`config.mk`:
```
export PLATFORM = sky130hd
export DESIGN_NAME = header_field_value_extractor
export DESIGN_NICKNAME = d
export VERILOG_FILES = /design/src/rtl/core/hfve_pkg.sv /design/src/rtl/core/header_field_value_extractor.sv
export SDC_FILE = /design/constraint.sdc
export NUM_CORES = 1
export LEC_CHECK = 0
export BUFFER_PORTS_ARGS = -buffer_cell sky130_fd_sc_hd__buf_2
export CAP_MARGIN = 5
export CORE_ASPECT_RATIO = 0.8
export CORE_MARGIN = 10
export CORE_UTILIZATION = 40
export DETAILED_ROUTE_END_ITERATION = 16
export PLACE_DENSITY = 0.59
export RECOVER_POWER = 25
export SYNTH_ARGS = -nofsm -noshare
export SYNTH_HDL_FRONTEND = slang
export SYNTH_SLANG_ARGS = --single-unit
```
`constraint.sdc`:
```
create_clock -name clk -period 3.95 [get_ports clk]
set_input_delay 1.185 -clock clk [delete_from_list [all_inputs] [get_ports clk]]
set_output_delay 1.185 -clock clk [all_outputs]
set_load 0.02 [all_outputs]
```
`src/rtl/core/hfve_pkg.sv`:
```
// Shared types, constants and helpers for the header field value extractor.
package hfve_pkg;

    localparam int MAX_NAME_LEN = 16;
    localparam int LINE_LIMIT   = 1024;
    localparam int LINE_POS_W   = $clog2(LINE_LIMIT + 1);
    localparam int NAME_IDX_W   = $clog2(MAX_NAME_LEN);
    localparam int NAME_LEN_W   = 5;
    localparam int CFG_DATA_W   = 64;
    localparam int CFG_INDEX_W  = 2;
    localparam int FIFO_DEPTH   = 4;
    localparam int FIFO_PTR_W   = $clog2(FIFO_DEPTH);
    localparam int FIFO_CNT_W   = $clog2(FIFO_DEPTH + 1);

    // register indexes
    localparam logic [CFG_INDEX_W-1:0] REG_NAME_LENGTH = 2'd0;
    localparam logic [CFG_INDEX_W-1:0] REG_NAME_LOW    = 2'd1;
    localparam logic [CFG_INDEX_W-1:0] REG_NAME_HIGH   = 2'd2;

    // result kinds
    localparam logic [1:0] KIND_BYTE      = 2'd0;
    localparam logic [1:0] KIND_FOUND     = 2'd1;
    localparam logic [1:0] KIND_NOT_FOUND = 2'd2;

    localparam logic [7:0] CHAR_CR    = 8'h0D;
    localparam logic [7:0] CHAR_LF    = 8'h0A;
    localparam logic [7:0] CHAR_COLON = 8'h3A;

    typedef enum logic [5:0] {
        PH_LINE_START = 6'b000001,
        PH_MATCH      = 6'b000010,
        PH_AFTER_NAME = 6'b000100,
        PH_SKIP_WS    = 6'b001000,
        PH_VALUE      = 6'b010000,
        PH_SKIP_LINE  = 6'b100000
    } phase_t;

    typedef struct packed {
        logic [1:0] kind;
        logic [7:0] data;
    } result_t;

    function automatic logic is_blank(input logic [7:0] c);
        return (c == 8'h20) || (c == 8'h09) || (c == 8'h0B) || (c == 8'h0C);
    endfunction

    function automatic logic [7:0] fold_case(input logic [7:0] c);
        return ((c >= 8'h41) && (c <= 8'h5A)) ? (c + 8'h20) : c;
    endfunction

endpackage

```
`src/rtl/core/header_field_value_extractor.sv`:
```
// Header field value extractor: byte-stream name matcher with value output queue.
//
// Input channel (in_valid/in_stall): one header byte per transaction, with
// message_end marking the last byte of a message. Output channel
// (out_valid/out_stall): one result per transaction; out_kind tells a value
// byte, value complete (found) or header not found.
// Each accepted byte updates the match state in the same cycle and pushes
// zero, one or two results into a four-entry output queue. Each result is
// registered in the queue before it shows on the output.
// Throughput is one byte per cycle while in_stall is low. in_stall rises
// only when the queue holds more than two results, so it follows a stalled
// output; the last byte of a message may produce two results.
// After the found or not-found result of a message, the remaining bytes of
// that message produce nothing; state is cleared after the message_end byte.
// Configuration (cfg_write/cfg_index/cfg_data) is to be written by the user
// while idle; the block does not enforce it. Index 0 name length, 1 name
// characters 0-7, 2 name characters 8-15. Reset clears the queue and the
// search state and sets the name length to 1 with all-zero name characters.
module header_field_value_extractor (
    input  logic                           clk,
    input  logic                           rst_n,
    input  logic                           cfg_write,
    input  logic [hfve_pkg::CFG_INDEX_W-1:0] cfg_index,
    input  logic [hfve_pkg::CFG_DATA_W-1:0]  cfg_data,
    input  logic                           in_valid,
    output logic                           in_stall,
    input  logic [7:0]                     in_byte,
    input  logic                           message_end,
    output logic                           out_valid,
    input  logic                           out_stall,
    output logic [1:0]                     out_kind,
    output logic [7:0]                     out_byte
);
    import hfve_pkg::*;

    logic [NAME_LEN_W-1:0]   name_length_reg;
    logic [CFG_DATA_W-1:0]   name_low_reg;
    logic [CFG_DATA_W-1:0]   name_high_reg;

    phase_t                  phase_reg, phase_next;
    logic [NAME_LEN_W-1:0]   match_pos_reg, match_pos_next;
    logic [LINE_POS_W-1:0]   line_pos_reg, line_pos_next;
    logic [7:0]              prev_byte_reg, prev_byte_next;
    logic                    finished_reg, finished_next;

    result_t                 fifo_reg [FIFO_DEPTH];
    logic [FIFO_PTR_W-1:0]   wr_ptr_reg, rd_ptr_reg;
    logic [FIFO_CNT_W-1:0]   count_reg;

    logic                    accept, pop;
    logic                    emit_byte, emit_final;
    logic [1:0]              final_kind;
    logic [1:0]              push_cnt;
    result_t                 res0, res1;

    logic [NAME_LEN_W-1:0]   eff_len;
    logic [2*CFG_DATA_W-1:0] name_all;
    logic [NAME_LEN_W-1:0]   mp_base;
    logic [NAME_LEN_W-1:0]   mp_inc;
    logic [7:0]              name_ch;
    logic                    is_term;

    assign accept    = in_valid && !in_stall;
    assign pop       = out_valid && !out_stall;
    assign in_stall  = (count_reg > FIFO_CNT_W'(FIFO_DEPTH - 2));
    assign out_valid = (count_reg != '0);
    assign out_kind  = fifo_reg[rd_ptr_reg].kind;
    assign out_byte  = fifo_reg[rd_ptr_reg].data;

    // configuration
    always_ff @(posedge clk or negedge rst_n)
    begin
        if (!rst_n)
        begin
            name_length_reg <= NAME_LEN_W'(1);
            name_low_reg    <= '0;
            name_high_reg   <= '0;
        end
        else if (cfg_write)
        begin
            case (cfg_index)
                REG_NAME_LENGTH: name_length_reg <= cfg_data[NAME_LEN_W-1:0];
                REG_NAME_LOW:    name_low_reg    <= cfg_data;
                REG_NAME_HIGH:   name_high_reg   <= cfg_data;
                default:         ;
            endcase
        end
    end

    always_comb
    begin
        if (name_length_reg == '0)
            eff_len = NAME_LEN_W'(1);
        else if (name_length_reg > NAME_LEN_W'(MAX_NAME_LEN))
            eff_len = NAME_LEN_W'(MAX_NAME_LEN);
        else
            eff_len = name_length_reg;
    end

    assign name_all = {name_high_reg, name_low_reg};
    // a fresh line restarts the compare at character 0
    assign mp_base  = (phase_reg == PH_LINE_START) ? '0 : match_pos_reg;
    assign mp_inc   = mp_base + NAME_LEN_W'(1);
    assign name_ch  = name_all[{mp_base[NAME_IDX_W-1:0], 3'b000} +: 8];
    assign is_term  = (in_byte == CHAR_CR) || (in_byte == CHAR_LF);

    always_comb
    begin
        phase_next     = phase_reg;
        match_pos_next = match_pos_reg;
        line_pos_next  = line_pos_reg;
        finished_next  = finished_reg;
        prev_byte_next = in_byte;
        emit_byte      = 1'b0;
        emit_final     = 1'b0;
        final_kind     = KIND_NOT_FOUND;

        if (!finished_reg)
        begin
            if (is_term)
            begin
                if ((in_byte == CHAR_LF) && (prev_byte_reg == CHAR_CR))
                begin
                    // LF of a CR LF pair: break already handled
                end
                else if ((phase_reg == PH_LINE_START) && (line_pos_reg == '0))
                begin
                    emit_final    = 1'b1;
                    final_kind    = KIND_NOT_FOUND;
                    finished_next = 1'b1;
                end
                else if ((phase_reg == PH_SKIP_WS) || (phase_reg == PH_VALUE))
                begin
                    emit_final    = 1'b1;
                    final_kind    = KIND_FOUND;
                    finished_next = 1'b1;
                end
                else
                begin
                    phase_next     = PH_LINE_START;
                    match_pos_next = '0;
                    line_pos_next  = '0;
                end
            end
            else
            begin
                if (line_pos_reg < LINE_POS_W'(LINE_LIMIT))
                    line_pos_next = line_pos_reg + LINE_POS_W'(1);
                case (phase_reg)
                    PH_LINE_START, PH_MATCH:
                    begin
                        if ((phase_reg == PH_LINE_START) && is_blank(in_byte))
                        begin
                            // leading blank
                        end
                        else if (fold_case(in_byte) == fold_case(name_ch))
                        begin
                            match_pos_next = mp_inc;
                            phase_next = (mp_inc >= eff_len) ? PH_AFTER_NAME : PH_MATCH;
                        end
                        else
                        begin
                            match_pos_next = mp_base;
                            phase_next     = PH_SKIP_LINE;
                        end
                    end
                    PH_AFTER_NAME:
                    begin
                        phase_next = ((in_byte == CHAR_COLON) || is_blank(in_byte)) ?
                                     PH_SKIP_WS : PH_SKIP_LINE;
                    end
                    PH_SKIP_WS, PH_VALUE:
                    begin
                        if ((phase_reg == PH_SKIP_WS) && is_blank(in_byte))
                        begin
                            // blank before the value
                        end
                        else
                        begin
                            phase_next = PH_VALUE;
                            emit_byte  = (line_pos_reg < LINE_POS_W'(LINE_LIMIT - 1));
                        end
                    end
                    default: ;
                endcase
            end
        end

        if (message_end)
        begin
            if (!finished_next)
            begin
                emit_final = 1'b1;
                final_kind = ((phase_next == PH_SKIP_WS) || (phase_next == PH_VALUE)) ?
                             KIND_FOUND : KIND_NOT_FOUND;
            end
            phase_next     = PH_LINE_START;
            match_pos_next = '0;
            line_pos_next  = '0;
            prev_byte_next = '0;
            finished_next  = 1'b0;
        end
    end

    always_comb
    begin
        res0 = '{kind: final_kind, data: 8'h00};
        res1 = '{kind: final_kind, data: 8'h00};
        if (emit_byte)
            res0 = '{kind: KIND_BYTE, data: in_byte};
        push_cnt = accept ? ({1'b0, emit_byte} + {1'b0, emit_final}) : 2'd0;
    end

    always_ff @(posedge clk or negedge rst_n)
    begin
        if (!rst_n)
        begin
            phase_reg     <= PH_LINE_START;
            match_pos_reg <= '0;
            line_pos_reg  <= '0;
            prev_byte_reg <= '0;
            finished_reg  <= 1'b0;
        end
        else if (accept)
        begin
            phase_reg     <= phase_next;
            match_pos_reg <= match_pos_next;
            line_pos_reg  <= line_pos_next;
            prev_byte_reg <= prev_byte_next;
            finished_reg  <= finished_next;
        end
    end

    // output queue control
    always_ff @(posedge clk or negedge rst_n)
    begin
        if (!rst_n)
        begin
            wr_ptr_reg <= '0;
            rd_ptr_reg <= '0;
            count_reg  <= '0;
        end
        else
        begin
            wr_ptr_reg <= wr_ptr_reg + FIFO_PTR_W'(push_cnt);
            if (pop)
                rd_ptr_reg <= rd_ptr_reg + FIFO_PTR_W'(1);
            count_reg <= count_reg + FIFO_CNT_W'(push_cnt) - FIFO_CNT_W'(pop);
        end
    end

    // queue payload
    always_ff @(posedge clk)
    begin
        if (push_cnt != 2'd0)
            fifo_reg[wr_ptr_reg] <= res0;
        if (push_cnt == 2'd2)
            fifo_reg[wr_ptr_reg + FIFO_PTR_W'(1)] <= res1;
    end

endmodule

```
# --- Yosys cells after proc, flatten, opt, wreduce, memory -nomap -nowiden ---
# Memory sizes are Yosys's and may differ from the RTL's.
# Index checks and enable logic that the tools add are counted.
totals:
  regBits: 171
  latch_bits: 0
  ramBits: 40
  romBits: 0
  output_inout_bits: 12
  wordCells: 148
  mem_count: 1
classes:
  addsub: 10
  n_mul: 0
  div_mod_pow: 0
  n_lt_le_gt_ge: 9
  eq_ne: 24
  shift: 1
  mux: 61
  bitwise: 0
  reduce_logical: 31
memory_table:
  columns: ["name", "depth", "width", "rd", "rd_ports_with_merged_regs", "write_ports", "line_no", "source"]
  rows:
  - ["fifo_reg", 4, 10, 1, 0, 2, "header_field_value_extractor.sv:46", "result_t fifo_reg [FIFO_DEPTH];"]
ops:
  columns: ["cell", "n"]
  rows:
  - ["$shiftx A128 B8 Y8", 1]
  - ["$mux W11", 7]
  - ["$mux W5", 12]
  - ["$mux W6", 10]
  - ["$eq A8 B4 Y1 const B", 6]
  - ["$mux W8", 3]
  - ["$mux W2", 9]
  - ["$pmux W6 S3", 1]
  - ["$mux W1", 17]
  - ["$add A8 B6 Y8 const B", 2]
  - ["$eq A8 B6 Y1 const B", 2]
  - ["$ge A8 B7 Y1 const B", 2]
  - ["$le A8 B7 Y1 const B", 2]
  - ["$eq A6 B4 Y1 const B", 2]
  - ["$eq A6 B5 Y1 const B", 2]
  - ["$ne A3 B3 Y1 const B", 4]
  - ["$add A11 B1 Y11 const B", 1]
  - ["$logic_not A11 Y1", 1]
  - ["$lt A11 B10 Y1 const B", 1]
  - ["$lt A11 B11 Y1 const B", 1]
  - ["$mux W10", 1]
  - ["$reduce_bool A3 Y1", 3]
  - ["$eq A8 B8 Y1", 1]
  - ["$logic_and A1 B1 Y1", 8]
  - ["other kinds (25)", 37]

# --- Longest topological paths before layout ---
depth:
  word_depth: 18
  depth_mapped: 16

# --- Worst setup path after synthesis ---
# Ideal clock, no wire load.
synth_path:
  path_type: "in2reg"
  startpoint: "in in_byte[1]"
  endpoint: "reg count_reg[2]"
  arrival_time_ns: 4.021
  required_ns: 3.827
  slack_ns: -0.193
  stages: 15
  path_cell_list: "clkbuf_1 and3b_1 o211a_1 nor2_1 nand3_1 a211oi_1 ha_1 nand2_1 ha_1 inv_1 ha_1 inv_1 fa_1 xor2_1 xnor2_1"
synth_via:
  elab_chain_len: 13
  elab_cells_between_ends: 26
  cone_classes: "add/sub: 3; eq/ne: 6; mux: 11; reduce/logical: 6"
synth_rtl:
  columns: ["item", "line_no", "source"]
  rows:
  - ["from (decl)", "header_field_value_extractor.sv:27", "input logic [7:0] in_byte,"]
  - ["$eq A8 B6 Y1 / $eq A8 B4 Y1 (equally long branches)", "hfve_pkg.sv:44", "return (c == 8'h20) || (c == 8'h09) || (c == 8'h0B) || (c == 8'h0C);"]
  - ["$logic_or A1 B1 Y1 (3 in a row)", "hfve_pkg.sv:44", null]
  - ["$logic_and A1 B1 Y1", "header_field_value_extractor.sv:174", "if ((phase_reg == PH_SKIP_WS) && is_blank(in_byte))"]
  - ["$mux W1", "header_field_value_extractor.sv:174", null]
  - ["$mux W1", "header_field_value_extractor.sv:149", "case (phase_reg)"]
  - ["$mux W1", "header_field_value_extractor.sv:120", "if (is_term)"]
  - ["$mux W1", "header_field_value_extractor.sv:118", "if (!finished_reg)"]
  - ["$add A1 B1 Y2 (*)", "header_field_value_extractor.sv:211", "push_cnt = accept ? ({1'b0, emit_byte} + {1'b0, emit_final}) : 2'd0;"]
  - ["$mux W2 (*)", "header_field_value_extractor.sv:211", null]
  - ["$add A3 B2 Y3 (*)", "header_field_value_extractor.sv:248", "count_reg <= count_reg + FIFO_CNT_W'(push_cnt) - FIFO_CNT_W'(pop);"]
  - ["$sub A3 B1 Y3 (*)", "header_field_value_extractor.sv:248", null]
  - ["to (signal assigned)", "header_field_value_extractor.sv:248", null]
  - ["to (decl)", "header_field_value_extractor.sv:48", "logic [FIFO_CNT_W-1:0] count_reg;"]
# Mark *: on every way between the ends. The rest lies on a longest branch, timed or not.
# A chain may end at the register's enable or synchronous reset.

# --- Worst setup path after layout ---
layout_path:
  startpoint: "reg match_pos_reg[0]"
  endpoint: "reg phase_reg[2]"
layout_via:
  elab_chain_len: 12
  elab_cells_between_ends: 17
  cone_classes: "add/sub: 2; order compare: 3; eq/ne: 1; shift: 1; mux: 9; reduce/logical: 1"
layout_rtl:
  columns: ["item", "line_no", "source"]
  rows:
  - ["from (decl)", "header_field_value_extractor.sv:41", "logic [NAME_LEN_W-1:0] match_pos_reg, match_pos_next;"]
  - ["from (signal assigned)", "header_field_value_extractor.sv:227", "match_pos_reg <= match_pos_next;"]
  - ["$mux W5 (*)", "header_field_value_extractor.sv:102", "assign mp_base = (phase_reg == PH_LINE_START) ? '0 : match_pos_reg;"]
  - ["$shiftx A128 B8 Y8", "header_field_value_extractor.sv:104", "assign name_ch = name_all[{mp_base[NAME_IDX_W-1:0], 3'b000} +: 8];"]
  - ["$ge A8 B7 Y1 / $le A8 B7 Y1 (equally long branches)", "hfve_pkg.sv:48", "return ((c >= 8'h41) && (c <= 8'h5A)) ? (c + 8'h20) : c;"]
  - ["$logic_and A1 B1 Y1", "hfve_pkg.sv:48", null]
  - ["$mux W8", "hfve_pkg.sv:48", null]
  - ["$eq A8 B8 Y1", "header_field_value_extractor.sv:156", "else if (fold_case(in_byte) == fold_case(name_ch))"]
  - ["$mux W6 (*)", "header_field_value_extractor.sv:156", null]
  - ["$mux W6 (*)", "header_field_value_extractor.sv:152", "if ((phase_reg == PH_LINE_START) && is_blank(in_byte))"]
  - ["$pmux W6 S3 (*)", "header_field_value_extractor.sv:149", null]
  - ["$mux W6 (*)", "header_field_value_extractor.sv:120", null]
  - ["$mux W6 (*)", "header_field_value_extractor.sv:118", null]
  - ["$mux W6 (*)", "header_field_value_extractor.sv:189", "if (message_end)"]
  - ["to (signal assigned)", "header_field_value_extractor.sv:226", "phase_reg <= phase_next;"]
  - ["to (decl)", "header_field_value_extractor.sv:40", "phase_t phase_reg, phase_next;"]
# Marked as above.

==> metrics.txt <==
number of global-route vias before repair 8,128; Setup Buffers After CTS 0; vias 7,940; CTS buffer count 23; Core Area 27,100 um^2; port bufs 91; Yosys warning count 0; Critical path origin match_pos_reg[0]; global-route usage over all layers 16.3%; CTS tree built; Distinct cells, synth 76; post-CTS sizing 0; Tmin final 3640 ps; drt drc 0; clk_lat worst skew 530 ps; Fillers 2,469; Clock Pin Slew Worst Setup and Hold Paths 70 ps; CP required 4360 ps; number of synthesized flops with an enable pin 8; P per Cell Area 561 nW/um^2; clk buf depth 3; CTS Sinks 211; Critical Path Start Type flip-flop; synthesized flop and latch total 211; RSZ-0062 raised after global routing false; largest net degree at the start of global routing 65; DIE AREA 34,400 um^2; leakage power 5.56 nW; Initial Utilization 40.4%; CP Class reg -> reg; first-pass GRT wire length 45,900 um; pre-CTS setup slack 63.8 ps; cts hold-fix bufs 0; setup slack, reg-to-reg 310 ps; GP Congestion 0.869; setup TNS 0 ps; peak supply drop 368 uV; antenna viol nets, final 0; initial antenna violation count 0; R2R cell count 11; drt wl/cell 19.4 um; status finished with violations; CP endpoint kind flip-flop; hpwl dp 20,400 um; Synth Flop Type dfrtp_1; nets@finish 1,176; final setup margin 311 ps; grt total ovfl 0; failing checks capacitance limit, slew limit; post-synthesis sequential area ratio 47.2%; crit-path max FO 19; max_cap viols 1; clk_skew 27.8 ps; Area Overhead vs Synth 18.6%; H-tree depth 1; Synth Cell Area 10,900 um^2; overall power 0.00728 W; Rows 54; highest clock rate 275 MHz; Slew headroom -79.6%; FF-to-FF End phase_reg[2]; crit path DAT 4050 ps; Initial DRC Count 664; Worst-Margin Slew 2690 ps; Post-Route WL 28,400 um; final max-slew violation count 53; Synth Net Count 1,051; Post-synth ARST share 81.0%; DRT Pass-1 Iters 5; share of cells above drive strength 1 35.7%; final hold violation count 0; final setup fails 0; Final period util 92.1%; Setup crit end phase_reg[2]; vias per cell 5.43; post-synthesis average cell area 11.4 um^2; Worst R2R Start match_pos_reg[0]; # IOs 92; die width 205 um; Syn Inst Count 955; die height 168 um; worst hold path type reg -> reg; Root Buffer clkbuf_16
[worst max-delay path, cell delays in order (launching register included)]
cell      delay (ps)
dfrtp_2          670
buf_12           240
buf_4            150
nor3b_1          260
a21oi_1          110
a211oi_1         550
nor2_1           160
o211a_1          200
o41a_4           500
xor2_2           240
nand2_1          130
o41ai_2          330
[stage by stage]
stage | util (%) | hold slack [ps] | instances | instance area (um^2)
floorplan | - | 430 | 955 | 10900
global placement | 44.9 | 454 | 1419 | 12200
detailed placement | 44.9 | 459 | 1419 | 12200
CTS | 47.9 | 476 | 1461 | 13000
global route | 47.9 | 490 | 1461 | 13000
finish | 47.9 | 474 | 1462 | 13000
[cells by family (layout without fill, tap and decap cells)]
family / count (synthesis) / after routing / share of synthesized area [%]
XOR/XNOR: 15 / 15 / 1.27
buffers and inverters: 87 / 229 / 3.46
other: 0 / 1 / 0
flip-flops: 211 / 211 / 47.2
multiplexers: 179 / 179 / 21.2
AND/OR/NAND/NOR: 251 / 251 / 12.5
adder cells (fa/ha/maj): 16 / 16 / 1.90
AO/OA/AOI/OAI: 196 / 196 / 12.4
[layer usage]
metal  wire [um]  track usage (%)  up-vias  share of wire, %
met4         451             3.12        0               1.6
met3        1410             2.99       30               5.0
met2       12400             24.4      182                44
li1            -                -     3761                 -
met5           0                0        -                 0
met1       14100             24.2     3967                50
[how the worst min path moves through the flow]
stage	endpoint	depth (start not counted)	slack [ps]	startpoint
after global placement	prev_byte_reg[3]	2	450	prev_byte_reg[3]
after floorplan	prev_byte_reg[3]	2	430	prev_byte_reg[3]
after detailed placement	fifo_reg[2][5]	1	460	fifo_reg[2][5]
after global routing	fifo_reg[2][5]	1	490	fifo_reg[2][5]
after CTS	fifo_reg[2][7]	1	480	fifo_reg[2][7]
final	prev_byte_reg[2]	2	470	prev_byte_reg[2]
[Yosys cell counts, types with 18 or more instances]
master	instances	area [um^2]
dfxtp_1	32	641
a21oi_1	54	270
nand2_1	67	251
inv_1	23	86.3
mux2_2	136	1530
nor2_1	50	188
dfrtp_1	169	4230
clkbuf_1	43	161
nor3_1	18	90.1
mux4_2	28	631
o21ai_0	36	180
a22o_1	35	307
[cells in the final DEF (no fill, tap or decap), types with 10 or more instances in the layout]
master,synthesis,routed
mux2i_1,14,14
dfrtp_1,169,167
nand2b_1,10,10
a21oi_1,54,54
ha_1,15,15
o31ai_1,13,13
nand3b_1,11,11
nor2b_1,15,15
nand3_1,13,13
dfxtp_1,32,32
o21ai_0,36,35
inv_1,23,23
buf_4,6,67
clkbuf_16,0,23
mux2_2,136,136
buf_2,10,90
mux4_2,28,28
nand2_1,67,67
a22o_1,35,35
nor2_1,50,50
nor3_1,18,18
[layout make-up]
cell class / count / area (um^2) / share of cell area [%]
Timing Repair Buffer: 164 / 1070 / 8.24
Clock inverter: 8 / 119 / 0.916
Inverter: 23 / 86.3 / 0.666
Clock buffer: 34 / 677 / 5.22
Antenna cell: 1 / 2.50 / 0.0193
Sequential cell: 211 / 5160 / 39.8
Multi-Input combinational cell: 657 / 5400 / 41.6
Tap cell: 364 / 455 / 3.51
[where the power goes]
group          internal, W  switching, W  total [W]
Sequential         0.00259      0.000317    0.00291
Clock              0.00138      0.000896    0.00228
Combinational      0.00101       0.00108    0.00210
Total              0.00498       0.00230    0.00728
Note: power is estimated with default switching activity, not from simulation.
